$ cat config.mk
export PLATFORM = sky130hd
export DESIGN_NAME = sun_disk_label_parser
export DESIGN_NICKNAME = d
export VERILOG_FILES = /design/src/design/sdl_pkg.sv /design/src/design/sdl_ctrl.sv /design/src/design/sdl_dp.sv /design/src/design/sun_disk_label_parser.sv
export VERILOG_INCLUDE_DIRS = /design/src /design/src/design
export SDC_FILE = /design/constraint.sdc
export NUM_CORES = 2
export LEC_CHECK = 0
export BUFFER_PORTS_ARGS = -buffer_cell sky130_fd_sc_hd__buf_2
export CAP_MARGIN = 20
export CORE_AREA = 2 2 490 492
export CTS_CLUSTER_SIZE = 24
export DETAILED_ROUTE_END_ITERATION = 12
export DIE_AREA = 0 0 492 494
export GPL_TIMING_DRIVEN = 0
export REMOVE_ABC_BUFFERS = 1
export SLEW_MARGIN = 15
export SYNTH_ARGS = -nofsm -noshare
export SYNTH_HDL_FRONTEND = slang
export SYNTH_SLANG_ARGS = --single-unit
$ cat constraint.sdc
create_clock -name clk -period 11.6 [get_ports clk]
set_input_delay 1.74 -clock clk [delete_from_list [all_inputs] [get_ports clk]]
set_output_delay 1.74 -clock clk [all_outputs]
set_load 0.01 [all_outputs]
$ cat src/design/assert_macros.svh
// Assertion helpers shared by the RTL
`ifndef ASSERT_MACROS_SVH
`define ASSERT_MACROS_SVH

// Checked on every rising edge, quiet while in reset
`define SDL_ASSERT(lbl, prop, msg) \
  lbl: assert property (@(posedge clk) disable iff (!rst_n) prop) else $error(msg);

// Antecedent in one cycle, consequent in the next
`define SDL_ASSERT_NEXT(lbl, ante, cons, msg) \
  `SDL_ASSERT(lbl, ante |=> cons, msg)

`endif

$ cat src/design/sdl_pkg.sv
package sdl_pkg;

  localparam int unsigned MAX_PARTS = 8;
  localparam int unsigned IDX_W     = $clog2(MAX_PARTS);
  localparam int unsigned CNT_W     = IDX_W + 1;

  localparam logic [CNT_W-1:0] PARTS_CNT = CNT_W'(MAX_PARTS);

  localparam logic [15:0] LABEL_MAGIC = 16'hDABE;

  localparam logic [7:0] W_TRACKS  = 8'd218;
  localparam logic [7:0] W_SECTORS = 8'd219;
  localparam logic [7:0] W_PARTS   = 8'd222;
  localparam logic [7:0] W_MAGIC   = 8'd254;
  localparam logic [7:0] W_LAST    = 8'd255;

  localparam logic [1:0] CFG_BASE_SECTOR = 2'd0;
  localparam logic [1:0] CFG_MAX_SLICES  = 2'd1;

  typedef enum logic [1:0] {
    STATUS_OK        = 2'd0,
    STATUS_BAD_MAGIC = 2'd1,
    STATUS_BAD_SUM   = 2'd2
  } status_t;

  typedef enum logic [2:0] {
    ST_IDLE,
    ST_CHECK,
    ST_SCAN_RD,
    ST_SCAN_WR,
    ST_OV_LOAD,
    ST_OV_CMP,
    ST_EMIT
  } state_t;

  typedef struct packed {
    logic accept;
    logic check;
    logic pi_inc;
    logic scan_mul;
    logic scan_wr;
    logic rd_sel_i;
    logic ov_load;
    logic ov_cmp;
    logic ov_wr;
    logic i_inc;
    logic emit_init;
    logic emit_slice;
    logic emit_status;
  } dp_cmd_t;

  typedef struct packed {
    logic last_word;
    logic bad;
    logic pi_end;
    logic raw_len_zero;
    logic at_limit;
    logic n_zero;
    logic i_end;
    logic j_end;
    logic rd_len_zero;
    logic emit_last;
  } dp_stat_t;

endpackage

$ cat src/design/sdl_ctrl.sv
`include "assert_macros.svh"

module sdl_ctrl (
  input  logic             clk,
  input  logic             rst_n,
  input  logic             start,
  output logic             busy,
  input  sdl_pkg::dp_stat_t stat,
  output sdl_pkg::dp_cmd_t  cmd
);
  import sdl_pkg::*;

  state_t state_r, state_nxt;

  always_ff @(posedge clk) begin
    if (!rst_n) begin
      state_r <= ST_IDLE;
    end else begin
      state_r <= state_nxt;
    end
  end

  always_comb begin
    state_nxt = state_r;
    cmd       = '0;
    busy      = (state_r != ST_IDLE);
    case (state_r)
      ST_IDLE: begin
        cmd.accept = start;
        if (start && stat.last_word) begin
          state_nxt = ST_CHECK;
        end
      end
      ST_CHECK: begin
        cmd.check = 1'b1;
        if (stat.bad) begin
          cmd.emit_status = 1'b1;
          state_nxt       = ST_IDLE;
        end else begin
          state_nxt = ST_SCAN_RD;
        end
      end
      ST_SCAN_RD: begin
        if (stat.pi_end) begin
          state_nxt = ST_OV_LOAD;
        end else if (stat.raw_len_zero) begin
          cmd.pi_inc = 1'b1;
        end else if (stat.at_limit) begin
          state_nxt = ST_OV_LOAD;
        end else begin
          cmd.scan_mul = 1'b1;
          cmd.pi_inc   = 1'b1;
          state_nxt    = ST_SCAN_WR;
        end
      end
      ST_SCAN_WR: begin
        cmd.scan_wr = 1'b1;
        state_nxt   = ST_SCAN_RD;
      end
      ST_OV_LOAD: begin
        cmd.rd_sel_i = 1'b1;
        if (stat.i_end) begin
          if (stat.n_zero) begin
            cmd.emit_status = 1'b1;
            state_nxt       = ST_IDLE;
          end else begin
            cmd.emit_init = 1'b1;
            state_nxt     = ST_EMIT;
          end
        end else if (stat.rd_len_zero) begin
          cmd.i_inc = 1'b1;
        end else begin
          cmd.ov_load = 1'b1;
          state_nxt   = ST_OV_CMP;
        end
      end
      ST_OV_CMP: begin
        if (stat.j_end) begin
          cmd.ov_wr = 1'b1;
          state_nxt = ST_OV_LOAD;
        end else begin
          cmd.ov_cmp = 1'b1;
        end
      end
      ST_EMIT: begin
        cmd.emit_slice = 1'b1;
        if (stat.emit_last) begin
          state_nxt = ST_IDLE;
        end
      end
      default: begin
        state_nxt = ST_IDLE;
      end
    endcase
  end

  `SDL_ASSERT_NEXT(a_last_to_check, cmd.accept && stat.last_word, state_r == ST_CHECK, "last word did not start the check")
  `SDL_ASSERT(a_emit_nonempty, state_r == ST_EMIT |-> !stat.n_zero, "slice emit with no slices")
  `SDL_ASSERT(a_wr_after_mul, state_r == ST_SCAN_WR |-> $past(cmd.scan_mul), "slice write without product")

endmodule

$ cat src/design/sdl_dp.sv
`include "assert_macros.svh"

module sdl_dp (
  input  logic                  clk,
  input  logic                  rst_n,
  input  logic [15:0]           in_label_word,
  input  logic                  cfg_valid,
  input  logic [1:0]            cfg_index,
  input  logic [31:0]           cfg_data,
  input  sdl_pkg::dp_cmd_t      cmd,
  output sdl_pkg::dp_stat_t     stat,
  output logic                  out_strobe,
  output logic [1:0]            out_status,
  output logic                  out_slice_valid,
  output logic [2:0]            out_slot,
  output logic [31:0]           out_start_sector,
  output logic [31:0]           out_size_sectors,
  output logic [3:0]            out_slice_count,
  output logic                  out_last
);
  import sdl_pkg::*;

  logic [31:0] base_r;
  logic [3:0]  maxs_r;

  logic [7:0]  wcnt_r;
  logic [15:0] xor_r;
  logic [15:0] tracks_r;
  logic [15:0] sectors_r;
  logic [15:0] magic_r;
  status_t     status_r, status_nxt;

  logic [31:0] raw_cyl_r [MAX_PARTS];
  logic [31:0] raw_len_r [MAX_PARTS];
  logic [31:0] sl_start_r [MAX_PARTS];
  logic [31:0] sl_len_r [MAX_PARTS];

  logic [31:0] spt_r;
  logic [31:0] prod_r;
  logic [31:0] len_hold_r;
  logic [31:0] cur_start_r;
  logic [31:0] cur_end_r;
  logic        hit_r;

  logic [CNT_W-1:0] pi_r;
  logic [CNT_W-1:0] n_r;
  logic [CNT_W-1:0] i_r;
  logic [CNT_W-1:0] j_r;

  logic             out_strobe_r;
  logic [1:0]       out_status_r;
  logic             out_slice_valid_r;
  logic [2:0]       out_slot_r;
  logic [31:0]      out_start_r;
  logic [31:0]      out_size_r;
  logic [3:0]       out_count_r;
  logic             out_last_r;

  logic [7:0]       rel;
  logic             in_parts;
  logic [IDX_W-1:0] cap_p;
  logic [15:0]      xor_nxt;
  logic [31:0]      raw_cyl_sel;
  logic [31:0]      raw_len_sel;
  logic [31:0]      prod_nxt;
  logic [IDX_W-1:0] rd_idx;
  logic [31:0]      rd_start;
  logic [31:0]      rd_len;
  logic [31:0]      rd_end;
  logic [3:0]       limit;
  logic             overlap;

  assign rel      = wcnt_r - W_PARTS;
  assign in_parts = (wcnt_r >= W_PARTS) && (wcnt_r < W_MAGIC);
  assign cap_p    = rel[IDX_W+1:2];
  assign xor_nxt  = xor_r ^ in_label_word;

  always_comb begin
    if (magic_r != LABEL_MAGIC) begin
      status_nxt = STATUS_BAD_MAGIC;
    end else if (xor_nxt != 16'd0) begin
      status_nxt = STATUS_BAD_SUM;
    end else begin
      status_nxt = STATUS_OK;
    end
  end

  assign raw_cyl_sel = raw_cyl_r[pi_r[IDX_W-1:0]];
  assign raw_len_sel = raw_len_r[pi_r[IDX_W-1:0]];
  assign prod_nxt    = raw_cyl_sel * spt_r;

  assign rd_idx   = cmd.rd_sel_i ? i_r[IDX_W-1:0] : j_r[IDX_W-1:0];
  assign rd_start = sl_start_r[rd_idx];
  assign rd_len   = sl_len_r[rd_idx];
  assign rd_end   = rd_start + rd_len;

  assign limit   = (maxs_r > PARTS_CNT) ? PARTS_CNT : maxs_r;
  assign overlap = (j_r != i_r) && (rd_len != 32'd0) && (cur_start_r < rd_start) &&
                   (cur_end_r > rd_start) && (cur_end_r < rd_end);

  always_comb begin
    stat.last_word    = (wcnt_r == W_LAST);
    stat.bad          = (status_r != STATUS_OK);
    stat.pi_end       = (pi_r == PARTS_CNT);
    stat.raw_len_zero = (raw_len_sel == 32'd0);
    stat.at_limit     = (n_r >= limit);
    stat.n_zero       = (n_r == '0);
    stat.i_end        = (i_r == n_r);
    stat.j_end        = (j_r == n_r);
    stat.rd_len_zero  = (rd_len == 32'd0);
    stat.emit_last    = ((j_r + CNT_W'(1)) == n_r);
  end

  always_ff @(posedge clk) begin
    if (!rst_n) begin
      base_r       <= 32'd0;
      maxs_r       <= PARTS_CNT;
      wcnt_r       <= 8'd0;
      xor_r        <= 16'd0;
      tracks_r     <= 16'd0;
      sectors_r    <= 16'd0;
      magic_r      <= 16'd0;
      status_r     <= STATUS_OK;
      pi_r         <= '0;
      n_r          <= '0;
      i_r          <= '0;
      j_r          <= '0;
      hit_r        <= 1'b0;
      out_strobe_r <= 1'b0;
    end else begin
      if (cfg_valid) begin
        case (cfg_index)
          CFG_BASE_SECTOR: base_r <= cfg_data;
          CFG_MAX_SLICES:  maxs_r <= cfg_data[3:0];
          default: ;
        endcase
      end
      if (cmd.accept) begin
        wcnt_r <= wcnt_r + 8'd1;
        xor_r  <= (wcnt_r == W_LAST) ? 16'd0 : xor_nxt;
        if (wcnt_r == W_TRACKS) begin
          tracks_r <= in_label_word;
        end
        if (wcnt_r == W_SECTORS) begin
          sectors_r <= in_label_word;
        end
        if (wcnt_r == W_MAGIC) begin
          magic_r <= in_label_word;
        end
        if (wcnt_r == W_LAST) begin
          status_r <= status_nxt;
        end
      end
      if (cmd.check) begin
        pi_r <= '0;
        n_r  <= '0;
        i_r  <= '0;
      end
      if (cmd.pi_inc) begin
        pi_r <= pi_r + CNT_W'(1);
      end
      if (cmd.scan_wr) begin
        n_r <= n_r + CNT_W'(1);
      end
      if (cmd.ov_load) begin
        hit_r <= 1'b0;
        j_r   <= '0;
      end
      if (cmd.ov_cmp) begin
        if (overlap) begin
          hit_r <= 1'b1;
        end
        j_r <= j_r + CNT_W'(1);
      end
      if (cmd.ov_wr || cmd.i_inc) begin
        i_r <= i_r + CNT_W'(1);
      end
      if (cmd.emit_init) begin
        j_r <= '0;
      end
      if (cmd.emit_slice) begin
        j_r <= j_r + CNT_W'(1);
      end
      out_strobe_r <= cmd.emit_slice | cmd.emit_status;
    end
  end

  always_ff @(posedge clk) begin
    if (cmd.accept && in_parts) begin
      if (rel[1]) begin
        if (rel[0]) begin
          raw_len_r[cap_p][15:0] <= in_label_word;
        end else begin
          raw_len_r[cap_p][31:16] <= in_label_word;
        end
      end else begin
        if (rel[0]) begin
          raw_cyl_r[cap_p][15:0] <= in_label_word;
        end else begin
          raw_cyl_r[cap_p][31:16] <= in_label_word;
        end
      end
    end
  end

  always_ff @(posedge clk) begin
    if (cmd.check) begin
      spt_r <= 32'(sectors_r) * 32'(tracks_r);
    end
    if (cmd.scan_mul) begin
      prod_r     <= prod_nxt;
      len_hold_r <= raw_len_sel;
    end
    if (cmd.scan_wr) begin
      sl_start_r[n_r[IDX_W-1:0]] <= base_r + prod_r;
      sl_len_r[n_r[IDX_W-1:0]]   <= len_hold_r;
    end else if (cmd.ov_wr && hit_r) begin
      sl_len_r[i_r[IDX_W-1:0]] <= 32'd0;
    end
    if (cmd.ov_load) begin
      cur_start_r <= rd_start;
      cur_end_r   <= rd_end;
    end
    if (cmd.emit_slice) begin
      out_status_r      <= STATUS_OK;
      out_slice_valid_r <= 1'b1;
      out_slot_r        <= j_r[IDX_W-1:0];
      out_start_r       <= rd_start;
      out_size_r        <= rd_len;
      out_count_r       <= n_r;
      out_last_r        <= stat.emit_last;
    end else if (cmd.emit_status) begin
      out_status_r      <= status_r;
      out_slice_valid_r <= 1'b0;
      out_slot_r        <= '0;
      out_start_r       <= 32'd0;
      out_size_r        <= 32'd0;
      out_count_r       <= 4'd0;
      out_last_r        <= 1'b1;
    end
  end

  assign out_strobe       = out_strobe_r;
  assign out_status       = out_status_r;
  assign out_slice_valid  = out_slice_valid_r;
  assign out_slot         = out_slot_r;
  assign out_start_sector = out_start_r;
  assign out_size_sectors = out_size_r;
  assign out_slice_count  = out_count_r;
  assign out_last         = out_last_r;

  `SDL_ASSERT(a_n_bound, n_r <= PARTS_CNT, "found count above partition count")
  `SDL_ASSERT(a_status_last, out_strobe_r && !out_slice_valid_r |-> out_last_r, "status item not last")

endmodule

$ cat src/design/sun_disk_label_parser.sv
// Throughput: 256 label words at one per cycle while busy is low, then one busy stretch.
// Busy after the 256th word: only the check on bad magic or checksum, else the check, then a scan
//   of the partitions that lists n slices, the overlap pass over them and their emit; the scan
//   skips empty partitions and stops at the slice limit or after the eighth partition.
// Results: one per cycle, no backpressure, each the cycle after its emit cycle; a bad magic or
//   checksum status is emitted from the check state. Sync active-low reset: defaults, idle.
module sun_disk_label_parser (
  input  logic        clk,
  input  logic        rst_n,
  input  logic        start,
  output logic        busy,
  input  logic [15:0] in_label_word,
  output logic        out_strobe,
  output logic [1:0]  out_status,
  output logic        out_slice_valid,
  output logic [2:0]  out_slot,
  output logic [31:0] out_start_sector,
  output logic [31:0] out_size_sectors,
  output logic [3:0]  out_slice_count,
  output logic        out_last,
  input  logic        cfg_valid,
  output logic        cfg_ready,
  input  logic [1:0]  cfg_index,
  input  logic [31:0] cfg_data
);
  import sdl_pkg::*;

  dp_cmd_t  cmd;
  dp_stat_t stat;

  assign cfg_ready = 1'b1;

  sdl_ctrl u_ctrl (
    .clk   (clk),
    .rst_n (rst_n),
    .start (start),
    .busy  (busy),
    .stat  (stat),
    .cmd   (cmd)
  );

  sdl_dp u_dp (
    .clk              (clk),
    .rst_n            (rst_n),
    .in_label_word    (in_label_word),
    .cfg_valid        (cfg_valid),
    .cfg_index        (cfg_index),
    .cfg_data         (cfg_data),
    .cmd              (cmd),
    .stat             (stat),
    .out_strobe       (out_strobe),
    .out_status       (out_status),
    .out_slice_valid  (out_slice_valid),
    .out_slot         (out_slot),
    .out_start_sector (out_start_sector),
    .out_size_sectors (out_size_sectors),
    .out_slice_count  (out_slice_count),
    .out_last         (out_last)
  );

endmodule
After elaboration in Yosys (flattened, before gate mapping)
Memories as Yosys holds them, arrays and structs flattened. A register that Yosys moved wholly into a read port is not among the register bits.
Cells that the tools add are included.
Storage, ports and cells
  bits in registers: 366
  word-level logic and storage cells: 189
  output and inout port bits: 78
  input bits: 54
  bits in writable memories: 1024
  memories kept: 4
Memories
  u_dp.raw_cyl_r: depth 8, bits a word 32, read ports 1, clocked after Yosys merged registers in 1, write ports 1, line sdl_dp.sv:33  | logic [31:0] raw_cyl_r [MAX_PARTS];
  u_dp.raw_len_r: depth 8, bits a word 32, read ports 1, clocked after Yosys merged registers in 1, write ports 1, line sdl_dp.sv:34  | logic [31:0] raw_len_r [MAX_PARTS];
  u_dp.sl_len_r: depth 8, bits a word 32, read ports 1, clocked after Yosys merged registers in 0, write ports 1, line sdl_dp.sv:36  | logic [31:0] sl_len_r [MAX_PARTS];
  u_dp.sl_start_r: depth 8, bits a word 32, read ports 1, clocked after Yosys merged registers in 0, write ports 1, line sdl_dp.sv:35  | logic [31:0] sl_start_r [MAX_PARTS];
Cells by class
  bitwise operators: 2
  add/sub/neg operators: 8
  reductions and logical operators: 31
  equality and inequality tests: 22
  multiply operators: 2
  $lt $le $gt $ge: 7
  mux-type cells: 86
Operators by type and width (count)
  32-bit 2-to-1 mux: 4
  32-bit adder: 2
  32-bit logical NOT: 2
  32-bit less-than comparator: 2
  3-bit 2-to-1 mux: 17
  4-bit 2-to-1 mux: 11
  1-bit 2-to-1 mux: 42
  8-bit equality test (second input constant): 4
  32-bit greater-than comparator: 1
  16-bit by 16-bit multiplier with 32-bit output: 1
  32-bit by 32-bit multiplier with 32-bit output: 1
  32-bit nonzero test: 1
  32-bit OR reduction: 1
  3-bit case mux with 7 select lines: 1
  2-bit 2-to-1 mux: 9
  4-bit by 1-bit adder with 4-bit output (second input constant): 4
  16-bit 2-to-1 mux: 1
  16-bit inequality test (second input constant): 1
  16-bit nonzero test: 1
  16-bit bitwise XOR: 1
  4-bit equality test: 3
  2-bit AND reduction: 6
  2-bit nonzero test: 5
  3-bit equality test (second input constant): 3
  24 further kinds: 34

Logic depth before layout (Yosys ltp)
  gate-level depth with buffers: 36
  depth with buffers taken out: 30

Cells and area by module
From an unflattened synthesis, not the netlist that was laid out.
Second synthesis, totals
  cell total of the unflattened synthesis: 6419
  area, all modules: 82764.4 sq um
By module, submodules not included
  sdl_dp: area an instance 82401.5 sq um, cells each 6369, sequential area each 40398.7 sq um, instances 1
  sdl_ctrl: area an instance 351.6 sq um, cells each 48, sequential area each 60.1 sq um, instances 1
  sun_disk_label_parser: area an instance 11.3 sq um, cells each 2, sequential area each 0.0 sq um, instances 1

Worst setup path after synthesis
Ideal clock, no wire load.
  path kind: register to register
  from: register with a tool-made name
  to: register u_dp.prod_r[30] (data pin)
  period minus slack after synthesis: 8.187 ns
  path buffers: 6
  cell stages (with the launch flop): 29
  data arrival time: 7.900 ns
  slack: 3.413 ns
  library setup time: 0.288 ns
  required time: 11.312 ns
  cells stage by stage: dfxtp_1 > clkbuf_1 > buf_2 > buf_2 > clkbuf_1 > mux4_2 > nand2_1 > nand2_1 > clkbuf_1 > clkbuf_1 > nand2_1 > fa_1 > fa_1 > inv_1 > fa_1 > inv_1 > fa_1 > fa_1 > fa_1 > fa_1 > fa_1 > inv_1 > ha_1 > a21o_1 > a21oi_1 > nor2_1 > a221o_1 > o41ai_1 > o311ai_0
RTL lines
  to (signal assigned): line sdl_dp.sv:211  | prod_r <= prod_nxt;
  to (decl): line sdl_dp.sv:39  | logic [31:0] prod_r;

==> results.json <==
{
  "crit_type": "reg -> reg",
  "fmax_ghz": 0.102,
  "ys_seq_elements": 1393,
  "cp-end-kind": "register",
  "slowest_delay_ns": 0.67,
  "cap_viol_max_count": 0,
  "gp_congestion": 0.871,
  "fin_cells": 10300,
  "drive_above_1_share_pct": 10.1,
  "num-fill-cells": 22200,
  "rows": 179,
  "irDropWorstVdd_v": 0.000175,
  "cp_common_cell": "fa_1",
  "crit_slowest_cell": "dfxtp_4",
  "dp_hpwl_mm": 152,
  "setup_viol": 0,
  "required_ns": 12.16,
  "worstHoldPathType": "reg -> reg",
  "seq_area_um2": 40500,
  "drtPass1Iterations": 7,
  "slew_headroom_pct": 16.0,
  "syn_avg_cell_area_um2": 12.1,
  "clkLatencyLatePin_ns": 0.80,
  "start_util_pct": 35.0,
  "fin_ws_ns": 1.83,
  "fin_worst_skew_ns": 0.0461,
  "rsz0062_at_grt": "no",
  "min_path_cells": 2,
  "start_kind": "register",
  "drt_wl_total_mm": 213,
  "worstReg2RegEnd": "u_dp.prod_r[31]",
  "worstPathArrival_ns": 10.33,
  "reg2regPathDepth": 25,
  "grt_max_degree": 68,
  "hold_viol_final": 0,
  "avgViaCountPerCell": 5.11,
  "total_power_mw": 12.5,
  "hold_slack_ns": 0.457,
  "cts.repair.resized": 0,
  "core_area_um2": 237000,
  "cts_hold_buf": 0,
  "drv_slew": 0,
  "cts_buffers": 142,
  "hold_path_startpoint": "u_dp.out_slice_valid",
  "clock-sinks": 1393,
  "status": "finished, final reports clean",
  "grt_pass1_wl_mm": 326,
  "leakagePower_nw": 36.1,
  "grt_usage_pct": 17.4,
  "multi_input_area_um2": 38900,
  "post-route-period-util_pct": 84.2,
  "die_area_um2": 243000,
  "cp.buffers_inverters": 4,
  "placed_area_um2": 89500,
  "dpl_worst_slack_ns": 1.81,
  "grt-ovfl-total": 0,
  "dpl.cell_count": 9985,
  "synthArstFlopShare_pct": 0,
  "avgRoutedWirePerCell_um": 20.8,
  "ant_nets": 0,
  "portBuffers": 130,
  "vias": 52400,
  "r2r_slack_ns": 1.83,
  "ys_seq_area_share_pct": 48.8,
  "drc_errors": 0,
  "synthFlopType": "edfxtp_1",
  "htreeDepth": 4,
  "cts_setup_buffers": 0,
  "holdPathEnd": "u_dp.out_slice_valid",
  "syn_inst": 6871,
  "antenna_found_initial": 6,
  "drtIter0Drc": 3798,
  "synthesis.area_um2": 83000,
  "io_pins": 132,
  "cp_top_family": "adder cells",
  "yosysWarnings": 0,
  "powerDensity_nw_per_um2": 133,
  "clk_pin_slew_ns": 0.06,
  "fin_area_um2": 94300,
  "finalCriticalPeriod_ns": 9.77,
  "die_h_um": 494,
  "worstPathMaxFanout": 30,
  "first_global_vias": 54000,
  "final_nets": 8022,
  "worst_pin_slew_ns": 1.25,
  "chipWidth_um": 492,
  "synth_edf_count": 1256,
  "cts_tree": "yes",
  "area_growth_pct": 13.6,
  "synth.distinct_cells": 80,
  "root_buffer": "clkbuf_16",
  "clockBufferDepth": 3
}
-- how the worst max path moves through the flow --
stage | end | cells past startpoint | from | slack (ns)
after floorplan | u_dp.prod_r[30] | 24 | register | -2.06
after global placement | u_dp.prod_r[31] | 25 | register | -8.11
after detailed placement | u_dp.prod_r[31] | 25 | register | 1.81
after CTS | u_dp.prod_r[31] | 25 | register | 1.75
after global routing | u_dp.prod_r[31] | 25 | register | 1.37
final | u_dp.prod_r[31] | 25 | register | 1.83
-- cell type report --
class | count | area share (%)
clock inverter | 75 | 1.05
multi-input combinational | 4417 | 41.3
sequential | 1393 | 42.9
clock buffer | 186 | 3.98
timing repair buffer | 277 | 3.63
inverter | 735 | 2.93
antenna | 3 | 0.00796
tap | 3167 | 4.20
-- registers in the layout (all words and copies together), names as in the netlist, 8 cells and up, named ones only --
| name | cells |
|---|---|
| u_dp.sl_len_r | 256 |
| u_dp.raw_cyl_r | 256 |
| u_dp.spt_r | 32 |
| u_dp.sl_start_r | 256 |
| u_dp.magic_r | 16 |
| u_dp.prod_r | 32 |
| u_dp.xor_r | 16 |
| u_dp.cur_end_r | 32 |
| u_dp.len_hold_r | 32 |
| u_dp.sectors_r | 16 |
| u_dp.raw_len_r | 256 |
| u_dp.out_size_sectors | 32 |
| u_dp.out_start_sector | 32 |
| u_dp.cur_start_r | 32 |
| u_dp.wcnt_r | 8 |
| u_dp.tracks_r | 16 |
| u_dp.base_r | 32 |
-- cell families after synthesis --
| kind of cell | share of synthesized area [%] |
|---|---|
| DFF | 48.8 |
| xor gates and xnor gates | 2.23 |
| and+or+nand+nor | 12.6 |
| AOI/OAI and AO/OA | 5.59 |
| muxes | 5.25 |
| buffers and inverters | 4.97 |
| other | 0.00452 |
| adders and majority gates | 20.6 |
-- per-stage QoR --
step | setup TNS, ns | utilization, %
after floorplan | -26.55 | -
after CTS | 0 | 39.7
after global routing | 0 | 39.7
final | 0 | 39.7
after global placement | -925.82 | 36.3
after detailed placement | 0 | 37.7
-- power by group --
| group | internal (mW) | switching [mW] |
|---|---|---|
| logic | 0.908 | 1.29 |
| registers | 5.62 | 0.0425 |
| clock network | 2.63 | 2.02 |
-- placed cells by master (no fill, tap or decap), types with 39 or more instances in the layout --
cell type / synthesis / final
a31oi_1: 47 / 45
buf_16: 0 / 48
xor2_1: 55 / 55
nand2b_1: 39 / 39
dfxtp_1: 137 / 133
mux4_2: 113 / 113
clkbuf_16: 0 / 143
nor4_1: 42 / 41
mux2i_1: 175 / 172
fa_1: 604 / 604
clkbuf_1: 253 / 42
a21boi_0: 42 / 42
nor2b_1: 121 / 119
a211oi_1: 52 / 51
a21o_1: 86 / 84
and2_1: 398 / 398
buf_2: 20 / 130
ha_1: 398 / 398
buf_8: 0 / 44
o21ai_0: 95 / 93
inv_1: 734 / 731
a21oi_1: 147 / 147
a311oi_1: 42 / 42
xnor2_1: 154 / 154
edfxtp_1: 1256 / 1256
nand3_1: 134 / 134
nand2_1: 1116 / 1109
and3_1: 51 / 50
nor2_1: 219 / 178
-- metal layers --
layer | vias to the layer above | part of all wire [%] | wire, µm | global-route usage [%]
met1 | 26900 | 42 | 90600 | 23.0
li1 | 23600 | - | - | -
met2 | 1614 | 49 | 104000 | 29.3
met3 | 327 | 5.7 | 12200 | 2.65
met4 | 2 | 3.1 | 6530 | 5.61
met5 | - | 0.0061 | 13 | 0
-- cell usage after synthesis, types with 134 or more instances --
master	instances	area share [%]
dfxtp_1	137	3.3
edfxtp_1	1256	45
nor2_1	219	0.99
mux2i_1	175	2.1
ha_1	398	6.0
a21oi_1	147	0.89
nand2_1	1116	5.0
inv_1	734	3.3
nand3_1	134	0.81
xnor2_1	154	1.6
clkbuf_1	253	1.1
fa_1	604	15
and2_1	398	3.0
-- worst register-to-register path, delay by kind of cell (launching register included) --
family / cells / cell delay, ns
AO/OA/AOI/OAI: 7 / 1.82
XOR/XNOR: 1 / 0.26
adder cells (fa/ha/maj): 9 / 4.28
buffers and inverters: 4 / 0.70
flip-flops: 1 / 0.67
multiplexers: 1 / 0.57
AND/OR/NAND/NOR: 3 / 1.23
(Power assumes the default switching activity.)
